`src/rtl/core/uart_rx_flow_and_modem_status_top_macros.svh`:
```
// Assertion macros for the UART receive flow-control block.
// Included by the top level; expects clk and rst_n in scope.
`ifndef UART_RX_FLOW_AND_MODEM_STATUS_TOP_MACROS_SVH
`define UART_RX_FLOW_AND_MODEM_STATUS_TOP_MACROS_SVH
`ifndef SYNTH
`define URXFC_ASSERT(label, prop, msg) \
  label: assert property (@(posedge clk) disable iff (!rst_n) prop) else $error(msg);
`define URXFC_ASSERT_RST(label, prop, msg) \
  label: assert property (@(posedge clk) prop) else $error(msg);
`else
`define URXFC_ASSERT(label, prop, msg)
`define URXFC_ASSERT_RST(label, prop, msg)
`endif
`endif

```
`src/rtl/core/urxfc_pkg.sv`:
```
// Package for the UART receive flow-control block: transfer types, codes, constants.
// No dependencies.
`timescale 1ns / 1ps
package urxfc_pkg;

  // event kinds carried in the mode field
  localparam logic [1:0] MODE_RX_CHAR = 2'd0;
  localparam logic [1:0] MODE_MSR     = 2'd1;
  localparam logic [1:0] MODE_TICK    = 2'd2;
  localparam logic [1:0] MODE_TX_EMPTY = 2'd3;

  // line status bits
  localparam int LSR_DR = 0;
  localparam int LSR_OE = 1;
  localparam int LSR_PE = 2;
  localparam int LSR_FE = 3;
  localparam int LSR_BI = 4;

  // modem status bits
  localparam int MSR_DCTS = 0;
  localparam int MSR_DDSR = 1;
  localparam int MSR_DDCD = 3;
  localparam int MSR_CTS  = 4;
  localparam int MSR_DSR  = 5;
  localparam int MSR_DCD  = 7;

  localparam logic [7:0] XOFF_CHAR        = 8'h13;
  localparam logic [7:0] XON_CHAR         = 8'h11;
  localparam logic [1:0] CTS_BACKOFF_LOAD = 2'd2;

  // configuration port
  localparam int CFG_IDX_W  = 8;
  localparam int CFG_DATA_W = 8;
  localparam logic [CFG_IDX_W-1:0] REG_XONOFF_EN     = 8'd0;
  localparam logic [CFG_IDX_W-1:0] REG_MODEM_FLOW_EN = 8'd1;
  localparam logic [CFG_IDX_W-1:0] REG_HUP_ON_DSR    = 8'd2;
  localparam logic [CFG_IDX_W-1:0] REG_HUP_ON_DCD    = 8'd3;

  typedef struct packed {
    logic [1:0] mode;
    logic [7:0] status_bits;
    logic [7:0] rx_byte;
  } in_item_t;

  typedef struct packed {
    logic        rx_valid;
    logic [7:0]  rx_data;
    logic        tx_allowed;
    logic        kick;
    logic        hangup;
    logic [15:0] frame_errors;
    logic [15:0] overrun_errors;
  } out_item_t;

  // control settings from the register file to the engine
  typedef struct packed {
    logic xonoff_en;
    logic modem_flow_en;
    logic hup_on_dsr;
    logic hup_on_dcd;
    logic cts_force;   // pulse: hardware flow control turned off
  } cfg_t;

endpackage

```
`src/rtl/core/urxfc_cfg.sv`:
```
// Configuration registers of the UART receive flow-control block.
// Depends on urxfc_pkg.
`timescale 1ns / 1ps
module urxfc_cfg (
  input  logic                            clk,
  input  logic                            rst_n,
  input  logic                            cfg_valid,
  input  logic [urxfc_pkg::CFG_IDX_W-1:0]  cfg_index,
  input  logic [urxfc_pkg::CFG_DATA_W-1:0] cfg_wdata,
  output urxfc_pkg::cfg_t                 cfg
);
  import urxfc_pkg::*;

  logic xonoff_en_r;
  logic modem_flow_en_r;
  logic hup_on_dsr_r;
  logic hup_on_dcd_r;

  always_ff @(posedge clk) begin
    if (!rst_n) begin
      xonoff_en_r     <= 1'b0;
      modem_flow_en_r <= 1'b0;
      hup_on_dsr_r    <= 1'b0;
      hup_on_dcd_r    <= 1'b0;
    end else if (cfg_valid) begin
      case (cfg_index)
        REG_XONOFF_EN:     xonoff_en_r     <= cfg_wdata[0];
        REG_MODEM_FLOW_EN: modem_flow_en_r <= cfg_wdata[0];
        REG_HUP_ON_DSR:    hup_on_dsr_r    <= cfg_wdata[0];
        REG_HUP_ON_DCD:    hup_on_dcd_r    <= cfg_wdata[0];
        default: ;
      endcase
    end
  end

  always_comb begin
    cfg.xonoff_en     = xonoff_en_r;
    cfg.modem_flow_en = modem_flow_en_r;
    cfg.hup_on_dsr    = hup_on_dsr_r;
    cfg.hup_on_dcd    = hup_on_dcd_r;
    cfg.cts_force     = cfg_valid && (cfg_index == REG_MODEM_FLOW_EN) && !cfg_wdata[0];
  end

endmodule

```
`src/rtl/core/urxfc_engine.sv`:
```
// Flow-control and modem-status state with its per-event update logic.
// Depends on urxfc_pkg.
`timescale 1ns / 1ps
module urxfc_engine (
  input  logic                 clk,
  input  logic                 rst_n,
  input  logic                 item_fire,
  input  urxfc_pkg::in_item_t  item,
  input  urxfc_pkg::cfg_t      cfg,
  output urxfc_pkg::out_item_t result
);
  import urxfc_pkg::*;

  logic        tx_blocked_r, tx_blocked_nxt;
  logic        cts_seen_r, cts_seen_nxt;
  logic        dsr_seen_r, dsr_seen_nxt;
  logic        dcd_seen_r, dcd_seen_nxt;
  logic [1:0]  cts_backoff_r, cts_backoff_nxt;
  logic        hup_pend_r, hup_pend_nxt;
  logic [15:0] frame_cnt_r, frame_cnt_nxt;
  logic [15:0] ovr_cnt_r, ovr_cnt_nxt;

  logic [7:0] st;
  logic       rx_ok;
  logic       kick_req;
  logic       hup;
  logic       can_send;

  assign st = item.status_bits;

  always_comb begin
    tx_blocked_nxt  = tx_blocked_r;
    cts_seen_nxt    = cts_seen_r;
    dsr_seen_nxt    = dsr_seen_r;
    dcd_seen_nxt    = dcd_seen_r;
    cts_backoff_nxt = cts_backoff_r;
    hup_pend_nxt    = hup_pend_r;
    frame_cnt_nxt   = frame_cnt_r;
    ovr_cnt_nxt     = ovr_cnt_r;
    rx_ok    = 1'b0;
    kick_req = 1'b0;
    hup      = 1'b0;
    case (item.mode)
      MODE_RX_CHAR: begin
        if (st[LSR_DR]) begin
          if (st[LSR_FE] && (frame_cnt_r != 16'hFFFF)) frame_cnt_nxt = frame_cnt_r + 16'd1;
          if (st[LSR_OE] && (ovr_cnt_r != 16'hFFFF))   ovr_cnt_nxt   = ovr_cnt_r + 16'd1;
          if (!(st[LSR_PE] || st[LSR_FE] || st[LSR_BI])) begin
            rx_ok = 1'b1;
            if (cfg.xonoff_en) begin
              if (item.rx_byte == XOFF_CHAR)     tx_blocked_nxt = 1'b1;
              else if (item.rx_byte == XON_CHAR) tx_blocked_nxt = 1'b0;
            end
          end
        end
      end
      MODE_MSR: begin
        if (st[MSR_DCTS]) begin
          if (!cts_seen_r && st[MSR_CTS]) cts_backoff_nxt = CTS_BACKOFF_LOAD;
          cts_seen_nxt = st[MSR_CTS];
        end
        if (st[MSR_DDSR]) begin
          if (cfg.hup_on_dsr && dsr_seen_r && !st[MSR_DSR]) hup_pend_nxt = 1'b1;
          dsr_seen_nxt = st[MSR_DSR];
        end
        if (st[MSR_DDCD]) begin
          if (cfg.hup_on_dcd && dcd_seen_r && !st[MSR_DCD]) hup_pend_nxt = 1'b1;
          dcd_seen_nxt = st[MSR_DCD];
        end
      end
      MODE_TICK: begin
        if (hup_pend_r) begin
          hup          = 1'b1;
          hup_pend_nxt = 1'b0;
        end
        if (cts_backoff_r != 2'd0) begin
          cts_backoff_nxt = cts_backoff_r - 2'd1;
          kick_req        = (cts_backoff_r == 2'd1);
        end
      end
      MODE_TX_EMPTY: kick_req = 1'b1;
      default: ;
    endcase
    can_send = !tx_blocked_nxt && !(cfg.modem_flow_en && !cts_seen_nxt);
  end

  always_comb begin
    result.rx_valid       = rx_ok;
    result.rx_data        = rx_ok ? item.rx_byte : 8'd0;
    result.tx_allowed     = can_send;
    result.kick           = kick_req && can_send;
    result.hangup         = hup;
    result.frame_errors   = frame_cnt_nxt;
    result.overrun_errors = ovr_cnt_nxt;
  end

  always_ff @(posedge clk) begin
    if (!rst_n) begin
      tx_blocked_r  <= 1'b0;
      cts_seen_r    <= 1'b1;
      dsr_seen_r    <= 1'b0;
      dcd_seen_r    <= 1'b0;
      cts_backoff_r <= 2'd0;
      hup_pend_r    <= 1'b0;
      frame_cnt_r   <= 16'd0;
      ovr_cnt_r     <= 16'd0;
    end else begin
      // config writes must arrive only while idle; the block does not enforce this, and the force wins over an update
      if (cfg.cts_force)    cts_seen_r <= 1'b1;
      else if (item_fire)   cts_seen_r <= cts_seen_nxt;
      if (item_fire) begin
        tx_blocked_r  <= tx_blocked_nxt;
        dsr_seen_r    <= dsr_seen_nxt;
        dcd_seen_r    <= dcd_seen_nxt;
        cts_backoff_r <= cts_backoff_nxt;
        hup_pend_r    <= hup_pend_nxt;
        frame_cnt_r   <= frame_cnt_nxt;
        ovr_cnt_r     <= ovr_cnt_nxt;
      end
    end
  end

endmodule

```
`src/rtl/core/uart_rx_flow_and_modem_status_top.sv`:
```
// Top level of the UART receive flow-control block: input and result registers.
// Depends on urxfc_pkg, urxfc_cfg, urxfc_engine and the assertion macro header.
`timescale 1ns / 1ps
`include "uart_rx_flow_and_modem_status_top_macros.svh"
// Takes one event per cycle (received character, modem-status change, tick or
// transmitter empty) and returns exactly one result per event, in order. An
// event is registered on acceptance, processed in one pass against the flow
// control state, and its result sits in the output register, which it reaches
// from the input register once the output is free; one event per cycle is sustained
// as long as results are taken. The input register and the result register form the
// pipeline, so a stall on the result side backs up through in_ready.
// Register writes (cfg_ready is always high) are expected only while
// no event is in flight; a modem_flow_enable write of 0 restores the CTS state.
module uart_rx_flow_and_modem_status_top (
  input  logic                            clk,
  input  logic                            rst_n,
  input  logic                            in_valid,
  output logic                            in_ready,
  input  urxfc_pkg::in_item_t             in_item,
  output logic                            out_valid,
  input  logic                            out_ready,
  output urxfc_pkg::out_item_t            out_item,
  input  logic                            cfg_valid,
  output logic                            cfg_ready,
  input  logic [urxfc_pkg::CFG_IDX_W-1:0]  cfg_index,
  input  logic [urxfc_pkg::CFG_DATA_W-1:0] cfg_wdata
);
  import urxfc_pkg::*;

  logic      s1_valid_r;
  in_item_t  s1_item_r;
  logic      out_valid_r;
  out_item_t out_item_r;
  out_item_t result;
  cfg_t      cfg;
  logic      out_free;
  logic      s1_move;

  assign out_free  = !out_valid_r || out_ready;
  assign s1_move   = s1_valid_r && out_free;
  assign in_ready  = !s1_valid_r || s1_move;
  assign cfg_ready = 1'b1;
  assign out_valid = out_valid_r;
  assign out_item  = out_item_r;

  urxfc_cfg u_cfg (
    .clk       (clk),
    .rst_n     (rst_n),
    .cfg_valid (cfg_valid),
    .cfg_index (cfg_index),
    .cfg_wdata (cfg_wdata),
    .cfg       (cfg)
  );

  urxfc_engine u_engine (
    .clk       (clk),
    .rst_n     (rst_n),
    .item_fire (s1_move),
    .item      (s1_item_r),
    .cfg       (cfg),
    .result    (result)
  );

  always_ff @(posedge clk) begin
    if (!rst_n) begin
      s1_valid_r  <= 1'b0;
      out_valid_r <= 1'b0;
    end else begin
      if (in_ready)  s1_valid_r  <= in_valid;
      if (out_free)  out_valid_r <= s1_valid_r;
    end
  end

  always_ff @(posedge clk) begin
    if (in_valid && in_ready) s1_item_r  <= in_item;
    if (s1_move)              out_item_r <= result;
  end

  `URXFC_ASSERT(a_accept_fills_stage, in_valid && in_ready |=> s1_valid_r, "accepted transfer lost before processing")
  `URXFC_ASSERT(a_kick_needs_tx, out_valid_r |-> (!out_item_r.kick || out_item_r.tx_allowed), "kick while transmission not allowed")
  `URXFC_ASSERT(a_data_zero_idle, out_valid_r |-> (out_item_r.rx_valid || out_item_r.rx_data == 8'd0), "data set without valid character")
  `URXFC_ASSERT(a_stall_holds, out_valid_r && !out_ready |=> s1_valid_r == $past(s1_valid_r) || $past(!s1_valid_r), "pipeline advanced into a stalled result")

endmodule
```
`config.mk`:
```
export PLATFORM = sky130hd
export DESIGN_NAME = uart_rx_flow_and_modem_status_top
export DESIGN_NICKNAME = d
export VERILOG_FILES = /design/src/rtl/core/urxfc_pkg.sv /design/src/rtl/core/urxfc_cfg.sv /design/src/rtl/core/urxfc_engine.sv /design/src/rtl/core/uart_rx_flow_and_modem_status_top.sv
export VERILOG_INCLUDE_DIRS = /design/src /design/src/rtl/core
export SDC_FILE = /design/constraint.sdc
export NUM_CORES = 1
export LEC_CHECK = 0
export ABC_AREA = 1
export ABC_CLOCK_PERIOD_IN_PS = 1840
export BUFFER_PORTS_ARGS = -buffer_cell sky130_fd_sc_hd__buf_4
export CAP_MARGIN = 10
export CORE_UTILIZATION = 32
export DETAILED_ROUTE_END_ITERATION = 8
export REMOVE_ABC_BUFFERS = 1
export SYNTH_ARGS = -nofsm -noshare
export SYNTH_HDL_FRONTEND = slang
export SYNTH_SLANG_ARGS = --single-unit
export TNS_END_PERCENT = 100
```
`constraint.sdc`:
```
create_clock -name clk -period 1.84 [get_ports clk]
set_clock_uncertainty 0.1 [all_clocks]
set_input_delay 0.092 -clock clk [delete_from_list [all_inputs] [get_ports clk]]
set_output_delay 0.092 -clock clk [all_outputs]
set_load 0.1 [all_outputs]
```
==> results_dict.tcl <==
set metrics [dict create \
    cellPowerDensity_nw_per_um2 840 \
    setup.worst_path.start_class "flop" \
    worstPathMaxFanout 6 \
    antenna_found_initial 0 \
    clkLatencyLatePin_ns 0.35 \
    dp.final_hpwl_um 7850 \
    most-common-layout-cells "109 x buf_4, 100 x nand2_1, 100 x inv_1, 61 x edfxtp_1" \
    place.gp.congestion 0.822 \
    core_area_um2 15400 \
    max_rail_drop_vdd_uv 415 \
    seqCellArea_um2 2740 \
    grt_pass1_vias 4025 \
    design.portCount 86 \
    worst-endpoint-required_ns 1.86 \
    ys_warn_count 0 \
    antenna_cells_inserted 0 \
    area.growth.synth_to_final_pct 36.1 \
    drt-vias-per-instance 4.58 \
    cts-htree-levels 3 \
    syn-cell-area_um2 5120 \
    critical_path.reg2reg.startpoint "s1_item_r[17]" \
    tritoncts_num_sinks 106 \
    drt_wl_total_um 11900 \
    root_buffer "clkbuf_16" \
    final_setup_violating_endpoints 0 \
    core.rowCount 45 \
    min_period_over_period 0.978 \
    clock_tree.buffer_depth 2 \
    ys_ff_latch 106 \
    count_of_buffers_inserted_at_the_top_level_ports 76 \
    avgSynthCellArea_um2 8.76 \
    cap_viol_max_count 0 \
    fin_area_um2 6960 \
    detail_route.first_pass.iterations 4 \
    drive_above_1_share 0.299 \
    die_height_um 128 \
    routed_wire_length_per_instance_um 12.7 \
    reg2reg_end "out_item[13]" \
    run_status "finished clean" \
    ys_types 36 \
    crit_type "flop to flop" \
    type_of_the_worst_min_delay_path "primary input to flop" \
    vias 4302 \
    timing.hold.worst.start "rst_n" \
    slew_violations 0 \
    grt_pass1_wl_um 18500 \
    num-fill-cells 1523 \
    grt.overflow.total 0 \
    timing.critical_path.arrival_ns 1.81 \
    initialDrtViolationCount 211 \
    worst_r2r_path_depth 7 \
    final_period_minus_worst_setup_slack_ns 1.80 \
    final_net_count 770 \
    final_common_cell "buf_4" \
    cts_tree "built" \
    initial_core_utilization 0.332 \
    grt_start_max_net_pins 51 \
    timing_hold_violations_final 0 \
    synth_cells 584 \
    synth_seq_area_share 0.534 \
    drtAntennaViolNets 0 \
    p_leak_nw 2.96 \
    holdWs_ns 0.0269 \
    die_width_um 128 \
    tritoncts.num_buffers 9 \
    total_routing_resource_utilization_after_global_routing 0.144 \
    multiInputGateArea_um2 2040 \
    detail_route.drc_violations 0 \
    endpoint_of_the_worst_hold_timing_path "u_engine.ovr_cnt_r[13]" \
    placed_area_um2 6090 \
    timing.critical_path.to_type "flop" \
    cts.reportedPaths.clkPinSlew_ns 0.07 \
    min_delay_path_depth 3 \
    die_area_um2 16500 \
    max_clock_freq_ghz 0.556 \
    worst-r2r-setup-slack_ns 0.04 \
    rsz_0062_raised_after_global_routing "true" \
]
## how the worst max path moves through the flow
stage | from | endpoint | cells past startpoint | slack, ns
2_1_floorplan | out_valid | u_engine.frame_cnt_r[13] | 5 | -2.52
3_3_place_gp | s1_item_r[16] | out_item[21] | 10 | -0.03
3_5_place_dp | s1_item_r[17] | out_item[19] | 10 | -0.06
4_1_cts | s1_item_r[16] | out_item[33] | 11 | 0.005
5_1_grt | s1_item_r[17] | u_engine.ovr_cnt_r[15] | 9 | -0.07
6_report | s1_item_r[17] | out_item[13] | 7 | 0.04
## through the flow
step	setup TNS, ns	instances	total power (W)	setup WS (ns)	utilization
2_1_floorplan	-204.73	569	0.00344	-2.52	-
3_3_place_gp	-0.0498	886	0.00370	-0.0294	0.395
3_5_place_dp	-0.549	886	0.00372	-0.0604	0.395
4_1_cts	0	929	0.00586	0.00516	0.435
5_1_grt	-0.695	939	0.00607	-0.0715	0.451
6_report	0	939	0.00585	0.0412	0.451
## sequential cells by signal, indices dropped and copies added, names as in the netlist
| name | cells |
|---|---|
| u_engine.tx_blocked_r | 1 |
| u_engine.cts_backoff_r | 2 |
| u_engine.dcd_seen_r | 1 |
| u_engine.frame_cnt_r | 16 |
| s1_valid_r | 1 |
| u_engine.hup_pend_r | 1 |
| s1_item_r | 17 |
| out_item | 44 |
| u_cfg.xonoff_en_r | 1 |
| u_engine.ovr_cnt_r | 16 |
| u_cfg.hup_on_dsr_r | 1 |
| u_engine.cts_seen_r | 1 |
| u_cfg.hup_on_dcd_r | 1 |
| out_valid | 1 |
| u_engine.dsr_seen_r | 1 |
| u_cfg.modem_flow_en_r | 1 |
## Yosys cell counts
library cell	n	share of area
dfxtp_1	45	0.18
nor3_4	2	0.0064
a31oi_1	1	0.0012
nor2_2	12	0.015
xor2_1	2	0.0034
nor4_1	2	0.0024
inv_1	105	0.077
clkbuf_1	6	0.0044
o21ai_1	5	0.0049
nor2_4	4	0.0088
inv_2	1	0.00073
o21ai_2	3	0.0051
nor3_1	8	0.0078
o22ai_1	1	0.0012
buf_6	6	0.013
nor3b_1	1	0.0015
nand3_1	42	0.041
o21ai_0	28	0.027
nand3_4	1	0.0034
or2_1	1	0.0012
nand3_2	8	0.016
conb_1	1	0.00073
nand4_1	19	0.023
xor2_2	1	0.0032
edfxtp_1	61	0.36
nand2_1	106	0.078
buf_4	1	0.0015
or2_2	2	0.0024
nand2_2	18	0.022
a21oi_1	40	0.039
a21oi_2	2	0.0034
clkinv_1	2	0.0015
nor2_1	36	0.026
buf_2	2	0.0020
o21bai_1	1	0.0015
ha_1	8	0.020
## cell families (layout without fill, tap and decap cells)
kind of cell	Yosys count	count (layout)	share of synthesized area
compound gates	81	81	0.0839
xor+xnor	3	3	0.00660
fa+ha+maj	8	8	0.0196
buf+inv	123	267	0.100
flops	106	106	0.534
other cells	1	1	0.000733
simple gates	262	262	0.255
## what timing repair did
item	CTS	global route
endpoints found under the hold margin	23	0
setup buffers	0	7
setup endpoints to repair	17	65
gates resized for setup	6	54
gates cloned	0	3
pin swaps	2	25
hold buffers	27	0
## power by group
group          total (W)  leakage, nW  switching [W]  internal, W
Clock            0.00210        0.154       0.000890      0.00121
Sequential       0.00274        0.951      0.0000836      0.00265
Combinational    0.00101         1.86       0.000714     0.000299
Total            0.00585         2.96        0.00169      0.00416
## worst max-delay path: stages (launching register included)
cell      delay (ns)
edfxtp_1        0.41
inv_2           0.10
ha_4            0.16
nand4_1         0.18
nor3_4          0.35
nand4_1         0.12
nand2_1         0.11
inv_1           0.04
## layer usage
layer / global-route usage / wire, um
met5: 0 / 0
met3: 0.0395 / 525
met2: 0.244 / 5850
met1: 0.180 / 5390
met4: 0.0408 / 140
## layout make-up
cell class | instances | share of cell area
clock buffers | 10 | 0.0329
multi-input cells | 355 | 0.293
inverters | 108 | 0.0586
clock inverters | 6 | 0.0135
flip-flops and latches | 106 | 0.394
well taps | 211 | 0.0379
repair buffers | 143 | 0.170
(Power assumes the default switching activity.)
